==> src/hw/rtl/bped_pkg.sv <==
`timescale 1ns / 1ps

package bped_pkg;

  // Width of the debounce, hold and repeat counters and of the timing registers.
  localparam int unsigned CntW = 8;

  // Hold count at which the count is folded back to the long-press threshold.
  localparam logic [CntW-1:0] HoldTop = 8'hFF;

  // Depth of the result word queue.
  localparam int unsigned EvqDepth = 4;
  localparam int unsigned EvqPtrW  = $clog2(EvqDepth);
  localparam int unsigned EvqCntW  = $clog2(EvqDepth + 1);

  // Configuration register indexes.
  typedef enum logic [1:0] {
    REG_ACTIVE_LEVEL  = 2'd0,
    REG_DEBOUNCE      = 2'd1,
    REG_LONG_PRESS    = 2'd2,
    REG_REPEAT        = 2'd3
  } reg_idx_e;

  // Press machine states.
  typedef enum logic [1:0] {
    ST_IDLE = 2'd0,
    ST_DOWN = 2'd1,
    ST_UP   = 2'd2
  } press_state_e;

  // Kind of press recorded so far.
  typedef enum logic [1:0] {
    KIND_NONE = 2'd0,
    KIND_DOWN = 2'd1,
    KIND_LONG = 2'd2
  } kind_e;

  // Reported events.
  typedef enum logic [1:0] {
    EV_RELEASED      = 2'd0,
    EV_CLICK         = 2'd1,
    EV_LONG_REPEAT   = 2'd2,
    EV_LONG_RELEASED = 2'd3
  } event_e;

  // Configuration registers as seen by the detector core.
  typedef struct packed {
    logic            active_level;
    logic [CntW-1:0] debounce_ticks;
    logic [CntW-1:0] long_press_ticks;
    logic [CntW-1:0] repeat_ticks;
  } cfg_t;

  // Up to two events caused by one tick, in order.
  typedef struct packed {
    logic [1:0] num;
    event_e     ev0;
    event_e     ev1;
  } ev_pair_t;

  // One result word as held in the queue.
  typedef struct packed {
    event_e ev;
    logic   last;
  } ev_word_t;

endpackage

==> src/hw/rtl/bped_core.sv <==
`timescale 1ns / 1ps

module bped_core (
  input  logic              clk_i,
  input  logic              rst_ni,
  input  logic              step_i,
  input  logic              pin_level_i,
  input  bped_pkg::cfg_t    cfg_i,
  output bped_pkg::ev_pair_t evs_o
);

  import bped_pkg::*;

  press_state_e    state_q, state_d, mid_state;
  logic            stable_q, stable_d;
  logic [CntW-1:0] bounce_q, bounce_d, bounce_inc;
  logic [CntW-1:0] hold_q, hold_d, hold_inc;
  logic [CntW-1:0] rep_q, rep_d, rep_inc;
  kind_e           cur_q, cur_d, prev_q, prev_d, kind_w;
  logic            lvl_chg, take, rel_vld, evb_vld;
  event_e          evb;

  // State register; it moves only when a tick is processed.
  always_ff @(posedge clk_i or negedge rst_ni) begin
    if (!rst_ni) begin
      state_q  <= ST_IDLE;
      stable_q <= 1'b1;
      bounce_q <= '0;
      hold_q   <= '0;
      rep_q    <= '0;
      cur_q    <= KIND_NONE;
      prev_q   <= KIND_NONE;
    end else if (step_i) begin
      state_q  <= state_d;
      stable_q <= stable_d;
      bounce_q <= bounce_d;
      hold_q   <= hold_d;
      rep_q    <= rep_d;
      cur_q    <= cur_d;
      prev_q   <= prev_d;
    end
  end

  // Debounce, then the press machine acting on the newly accepted level.
  always_comb begin
    bounce_inc = bounce_q + 8'd1;
    hold_inc   = hold_q + 8'd1;
    rep_inc    = rep_q + 8'd1;
    lvl_chg    = (pin_level_i != stable_q);
    take       = lvl_chg && (bounce_inc >= cfg_i.debounce_ticks);

    stable_d  = stable_q;
    bounce_d  = bounce_q;
    hold_d    = hold_q;
    rep_d     = rep_q;
    cur_d     = cur_q;
    prev_d    = prev_q;
    kind_w    = cur_q;
    rel_vld   = 1'b0;
    evb_vld   = 1'b0;
    evb       = EV_CLICK;
    mid_state = state_q;

    // The count only grows while the sample differs; bounces leave it alone.
    if (lvl_chg) begin
      bounce_d = take ? '0 : bounce_inc;
      if (take) begin
        stable_d = pin_level_i;
      end
    end

    // An accepted change starts a press, or ends one with a release.
    if (take) begin
      unique case (state_q)
        ST_IDLE: begin
          mid_state = ST_DOWN;
        end
        ST_DOWN: begin
          mid_state = ST_UP;
          rel_vld   = 1'b1;
        end
        default: ;
      endcase
    end
    state_d = mid_state;

    unique case (mid_state)
      ST_DOWN: begin
        if (stable_d == cfg_i.active_level) begin
          kind_w = KIND_DOWN;
          hold_d = hold_inc;
          if (hold_inc >= cfg_i.long_press_ticks) begin
            rep_d = rep_inc;
            if (rep_inc >= cfg_i.repeat_ticks) begin
              rep_d   = '0;
              kind_w  = KIND_LONG;
              evb_vld = 1'b1;
              evb     = EV_LONG_REPEAT;
            end
            if (hold_inc == HoldTop) begin
              hold_d = cfg_i.long_press_ticks;
            end
          end
          if (prev_q == KIND_LONG) begin
            kind_w = KIND_LONG;
          end
          cur_d  = kind_w;
          prev_d = kind_w;
        end
      end
      ST_UP: begin
        // With no kind recorded the machine stays here.
        if (cur_q == KIND_DOWN) begin
          evb_vld = 1'b1;
          evb     = EV_CLICK;
          hold_d  = '0;
          state_d = ST_IDLE;
        end else if (cur_q == KIND_LONG) begin
          evb_vld = 1'b1;
          evb     = EV_LONG_RELEASED;
          hold_d  = '0;
          state_d = ST_IDLE;
        end
        prev_d = KIND_DOWN;
      end
      default: ;
    endcase
  end

  // A release always comes first when a tick causes two events.
  always_comb begin
    evs_o.num = {1'b0, rel_vld} + {1'b0, evb_vld};
    evs_o.ev0 = rel_vld ? EV_RELEASED : evb;
    evs_o.ev1 = evb;
  end

endmodule

==> src/hw/rtl/bped_evq.sv <==
`timescale 1ns / 1ps

module bped_evq (
  input  logic               clk_i,
  input  logic               rst_ni,
  input  logic               push_i,
  input  bped_pkg::ev_pair_t evs_i,
  output logic               room_o,
  output logic               out_valid_o,
  input  logic               out_stall_i,
  output bped_pkg::event_e   event_res_o,
  output logic               last_o
);

  import bped_pkg::*;

  ev_word_t               mem_q [EvqDepth];
  logic [EvqPtrW-1:0]     wr_q, wr_d, rd_q, rd_d, wr_nxt;
  logic [EvqCntW-1:0]     cnt_q, cnt_d;
  logic [1:0]             push_num;
  logic                   pop;

  // Two free places are needed so that any tick can be taken.
  assign room_o   = (cnt_q <= EvqCntW'(EvqDepth - 2));
  assign push_num = push_i ? evs_i.num : 2'd0;
  assign pop      = (cnt_q != '0) && !out_stall_i;
  assign wr_nxt   = wr_q + EvqPtrW'(1);

  // Pointer and fill count arithmetic.
  always_comb begin
    wr_d  = wr_q + EvqPtrW'(push_num);
    rd_d  = pop ? rd_q + EvqPtrW'(1) : rd_q;
    cnt_d = cnt_q + EvqCntW'(push_num) - EvqCntW'(pop);
  end

  always_ff @(posedge clk_i or negedge rst_ni) begin
    if (!rst_ni) begin
      wr_q  <= '0;
      rd_q  <= '0;
      cnt_q <= '0;
    end else begin
      wr_q  <= wr_d;
      rd_q  <= rd_d;
      cnt_q <= cnt_d;
    end
  end

  // Word storage; the second word of a pair carries the last mark.
  always_ff @(posedge clk_i) begin
    if (push_num != 2'd0) begin
      mem_q[wr_q] <= '{ev: evs_i.ev0, last: (push_num == 2'd1)};
    end
    if (push_num == 2'd2) begin
      mem_q[wr_nxt] <= '{ev: evs_i.ev1, last: 1'b1};
    end
  end

  assign out_valid_o = (cnt_q != '0);
  assign event_res_o = mem_q[rd_q].ev;
  assign last_o      = mem_q[rd_q].last;

endmodule

==> src/hw/rtl/button_press_event_detector.sv <==
`timescale 1ns / 1ps
// A tick in the input register is processed once the queue has room; its words go into the queue.
// Throughput: one tick per cycle into the input register unless it stalls; the output delivers
// one word per cycle unless stalled, and a four-word queue absorbs ticks that cause two events.
// The input stalls only while that queue holds more than two words.
// Reset is asynchronous and active low; it clears control state and loads the register defaults.
module button_press_event_detector (
  input  logic       clk_i,
  input  logic       rst_ni,
  input  logic       in_valid_i,
  output logic       in_stall_o,
  input  logic       pin_level_i,
  output logic       out_valid_o,
  input  logic       out_stall_i,
  output logic [1:0] event_res_o,
  output logic       last_o,
  input  logic       cfg_we_i,
  input  logic [1:0] cfg_index_i,
  input  logic [7:0] cfg_data_i
);

  import bped_pkg::*;

  cfg_t     cfg_q;
  logic     in_valid_q, pin_q;
  logic     room, step, in_acc;
  ev_pair_t evs;
  event_e   ev_out;

  // Configuration registers.
  always_ff @(posedge clk_i or negedge rst_ni) begin
    if (!rst_ni) begin
      cfg_q.active_level     <= 1'b0;
      cfg_q.debounce_ticks   <= 8'd3;
      cfg_q.long_press_ticks <= 8'd50;
      cfg_q.repeat_ticks     <= 8'd10;
    end else if (cfg_we_i) begin
      unique case (reg_idx_e'(cfg_index_i))
        REG_ACTIVE_LEVEL: cfg_q.active_level     <= cfg_data_i[0];
        REG_DEBOUNCE:     cfg_q.debounce_ticks   <= cfg_data_i;
        REG_LONG_PRESS:   cfg_q.long_press_ticks <= cfg_data_i;
        REG_REPEAT:       cfg_q.repeat_ticks     <= cfg_data_i;
        default: ;
      endcase
    end
  end

  // Input register; a held tick is processed as soon as the queue has room.
  assign step       = in_valid_q && room;
  assign in_stall_o = in_valid_q && !room;
  assign in_acc     = in_valid_i && !in_stall_o;

  always_ff @(posedge clk_i or negedge rst_ni) begin
    if (!rst_ni) begin
      in_valid_q <= 1'b0;
    end else if (in_acc) begin
      in_valid_q <= 1'b1;
    end else if (step) begin
      in_valid_q <= 1'b0;
    end
  end

  always_ff @(posedge clk_i) begin
    if (in_acc) begin
      pin_q <= pin_level_i;
    end
  end

  bped_core u_core (
    .clk_i       (clk_i),
    .rst_ni      (rst_ni),
    .step_i      (step),
    .pin_level_i (pin_q),
    .cfg_i       (cfg_q),
    .evs_o       (evs)
  );

  bped_evq u_evq (
    .clk_i       (clk_i),
    .rst_ni      (rst_ni),
    .push_i      (step),
    .evs_i       (evs),
    .room_o      (room),
    .out_valid_o (out_valid_o),
    .out_stall_i (out_stall_i),
    .event_res_o (ev_out),
    .last_o      (last_o)
  );

  assign event_res_o = ev_out;

endmodule

==> config.mk <==
export PLATFORM = sky130hd
export DESIGN_NAME = button_press_event_detector
export DESIGN_NICKNAME = d
export VERILOG_FILES = /design/src/hw/rtl/bped_pkg.sv /design/src/hw/rtl/bped_core.sv /design/src/hw/rtl/bped_evq.sv /design/src/hw/rtl/button_press_event_detector.sv
export SDC_FILE = /design/constraint.sdc
export NUM_CORES = 1
export LEC_CHECK = 0
export BUFFER_PORTS_ARGS = -buffer_cell sky130_fd_sc_hd__buf_4
export CORE_ASPECT_RATIO = 1.5
export CORE_MARGIN = 4
export CORE_UTILIZATION = 62
export CTS_CLUSTER_DIAMETER = 200
export DETAILED_ROUTE_END_ITERATION = 7
export GPL_TIMING_DRIVEN = 0
export PLACE_DENSITY = 0.91
export SLEW_MARGIN = 20
export SYNTH_ARGS = -nofsm -noshare
export SYNTH_HDL_FRONTEND = slang
export SYNTH_SLANG_ARGS = --single-unit
==> constraint.sdc <==
create_clock -name clk_i -period 6.5 [get_ports clk_i]
set_input_delay 0.975 -clock clk_i [delete_from_list [all_inputs] [get_ports clk_i]]
set_output_delay 0.975 -clock clk_i [all_outputs]
set_load 0.01 [all_outputs]
==> impl_metrics.tcl <==
set metrics [dict create \
    syn_inst 453 \
    drc 0 \
    die_area_sq_um 8920 \
    cts_buffer_depth 2 \
    grt.total_usage 0.257 \
    synth.avg_cell_area_sq_um 10.2 \
    worst_slew_pin_slew_ps 810 \
    p_leak_nw 2.33 \
    use_met1 0.265 \
    finClkSkew_ps 12.4 \
    ys.flop_type "dfrtp_1" \
    fmax_mhz 168 \
    syn_nets 509 \
    post-cts-setup-buffers 0 \
    clock_latency_ps 360 \
    grt_max_degree 65 \
    wl_per_cell_microns 17.7 \
    cts_hold_buf 0 \
    netlist_area_sq_um 4620 \
    nets 540 \
    dpl_cell_area_sq_um 4890 \
    synth_edf_count 9 \
    clock-sinks 77 \
    p_per_area_nw_per_um2 340 \
    yosysMostFrequentCell "dfrtp_1" \
    arrival_ps 6120 \
    cp-end-kind "flop" \
    required_ps 6680 \
    grt_use_met2 0.476 \
    grt_pass1_wl_mm 17.9 \
    synth-seq-area-share 0.425 \
    setup_viol 0 \
    synth_top_cell_by_area "dfrtp_1" \
    drtIter0Drc 167 \
    grt_overflow_total 0 \
    final-hold-violation-count 0 \
    io_pins 21 \
    cts_max_level 3 \
    synth.top_cells.by_count "dfrtp_1, inv_1, ha_1" \
    via_per_inst 6.13 \
    ir_worst_vdd_mv 0.222 \
    busiest_layer "met2" \
    max_cap_viol_count 0 \
    final_core_util 0.707 \
    die_x_microns 78.5 \
    crit_fanout 10 \
    port_buffers 20 \
    coreArea_sq_um 7230 \
    antenna_found_initial 0 \
    synth_area_leaders "dfrtp_1, ha_1, mux2_2" \
    cts_resized 0 \
    tns_ps 0 \
    ys_seq_elements 77 \
    grt_pass1_vias 3829 \
    preCtsSetupSlack_ps 653 \
    synth_top_area_share 0.304 \
    hold_class "flop to flop" \
    relSlewSlack 0.460 \
    wl_mm 10.4 \
    initial_core_util 0.639 \
    p_total_mw 1.74 \
    dr.pass1.iters 5 \
    antenna_cells 0 \
    grtUsageMet3 0.0521 \
    final_cells 589 \
    cts-buffers-inserted 9 \
    cp-start-kind "flop" \
    grt_setup_unrepaired "false" \
    rows 38 \
    status "finished clean" \
    vias 3612 \
    dp_hpwl_mm 7.49 \
    drt.antenna.violating_nets 0 \
    fin_area_sq_um 5110 \
    async_flop_share 0.831 \
    drive_gt1_frac 0.168 \
    fin_crit_ps 5940 \
    holdWs_ps 502 \
    clk_pin_slew_ps 80 \
    area_growth_pct 10.7 \
    gp_congestion 0.849 \
    yosys_warnings 0 \
    setup_slack_ps 560 \
    fp.dieH_microns 114 \
    placed_cells 573 \
    tritoncts "built" \
    synth.distinct_cells 55 \
    maxSlewViolCount 0 \
    critPathKind "flop to flop" \
    root_buffer "clkbuf_8" \
    finalCritPeriodShare 0.914 \
]
placed cells by master, fill, tap and decap left out, types with 9 or more instances in the layout:
cell type / n
inv_1: 44
clkbuf_1: 14
nor3_1: 19
o21ai_0: 29
and3_1: 10
clkbuf_8: 10
xor2_1: 15
nand3_1: 18
xnor2_1: 12
dfrtp_1: 56
nor2_1: 24
ha_1: 39
nand2_1: 31
buf_4: 20
nand2b_1: 13
a21oi_1: 10
mux2_2: 28
edfxtp_1: 9
final timing paths:
check / startpoint / endpoint / slack [ps] / cells after the start
max reg2reg: u_core.bounce_q[0]$_DFFE_PN0P_ / u_evq.mem_q[3][2]$_DFFE_PP_ / 560 / 23
max in group asynchronous: rst_ni / u_core.cur_q[1]$_DFFE_PN0P_ / 5260 / 1
min in group asynchronous: rst_ni / u_core.bounce_q[7]$_DFFE_PN0P_ / 690 / 1
max: u_core.bounce_q[0]$_DFFE_PN0P_ / u_evq.mem_q[3][2]$_DFFE_PP_ / 560 / 23
min reg2reg: u_evq.mem_q[2][0]$_SDFFE_PP1P_ / u_evq.mem_q[2][0]$_SDFFE_PP1P_ / 500 / 1
min: u_evq.mem_q[2][0]$_SDFFE_PP1P_ / u_evq.mem_q[2][0]$_SDFFE_PP1P_ / 500 / 1
flip-flops by register name, indices dropped and copies added, names as in the netlist:
name,cells
u_evq.mem_q,12
u_core.prev_q,2
u_core.hold_q,8
u_core.cur_q,2
u_core.state_q,2
u_evq.wr_q,2
in_valid_q,1
u_core.rep_q,8
u_core.stable_q,1
cfg_q,25
u_core.bounce_q,8
u_evq.rd_q,2
u_evq.cnt_q,3
pin_q,1
critical path: stages, from the launching register on:
cell and delay [ps]:
dfrtp_1 450, and3_1 200, and3_1 190, and3_1 180, xor2_1 160, ha_1 300
and4_1 190, o21ai_1 80, o221ai_2 360, and2_1 200, clkbuf_1 330, mux2_2 420
inv_1 70, ha_1 130, clkbuf_1 260, clkbuf_1 440, a32oi_1 100, nor2_1 130
ha_1 320, nor2b_1 220, a21oi_1 80, nor3_1 470, o21ai_0 240, nor3_1 240
power breakdown:
part / internal, mW / total [mW] / switching (mW)
Combinational: 0.289 / 0.680 / 0.391
Sequential: 0.586 / 0.678 / 0.0913
Clock: 0.197 / 0.379 / 0.182
Total: 1.07 / 1.74 / 0.664
cell families (layout without fill, tap and decap cells):
kind of cell,after synthesis,count (layout),synth area share
xor+xnor,27,27,0.0512
mux,34,34,0.0921
fa+ha+maj,40,40,0.110
simple gates,134,134,0.146
compound gates,83,83,0.128
flops,77,77,0.425
buf+inv,58,94,0.0474
final cells by class:
class                      instances  area, sq um
tap                              100          125
multi-input combinational        318         2440
inverter                          44          165
buffer                            14         53.8
clock buffer                      13          191
timing repair buffer              20          150
sequential                        77         1960
clock inverter                     3         22.5
fill                             491         2120
per-layer routing:
layer | routed length (microns) | share of wire
met4 | 506 | 0.049
met3 | 433 | 0.042
met2 | 5740 | 0.55
met5 | 0 | 0
met1 | 3730 | 0.36
Note: power is estimated with default switching activity, not from simulation.
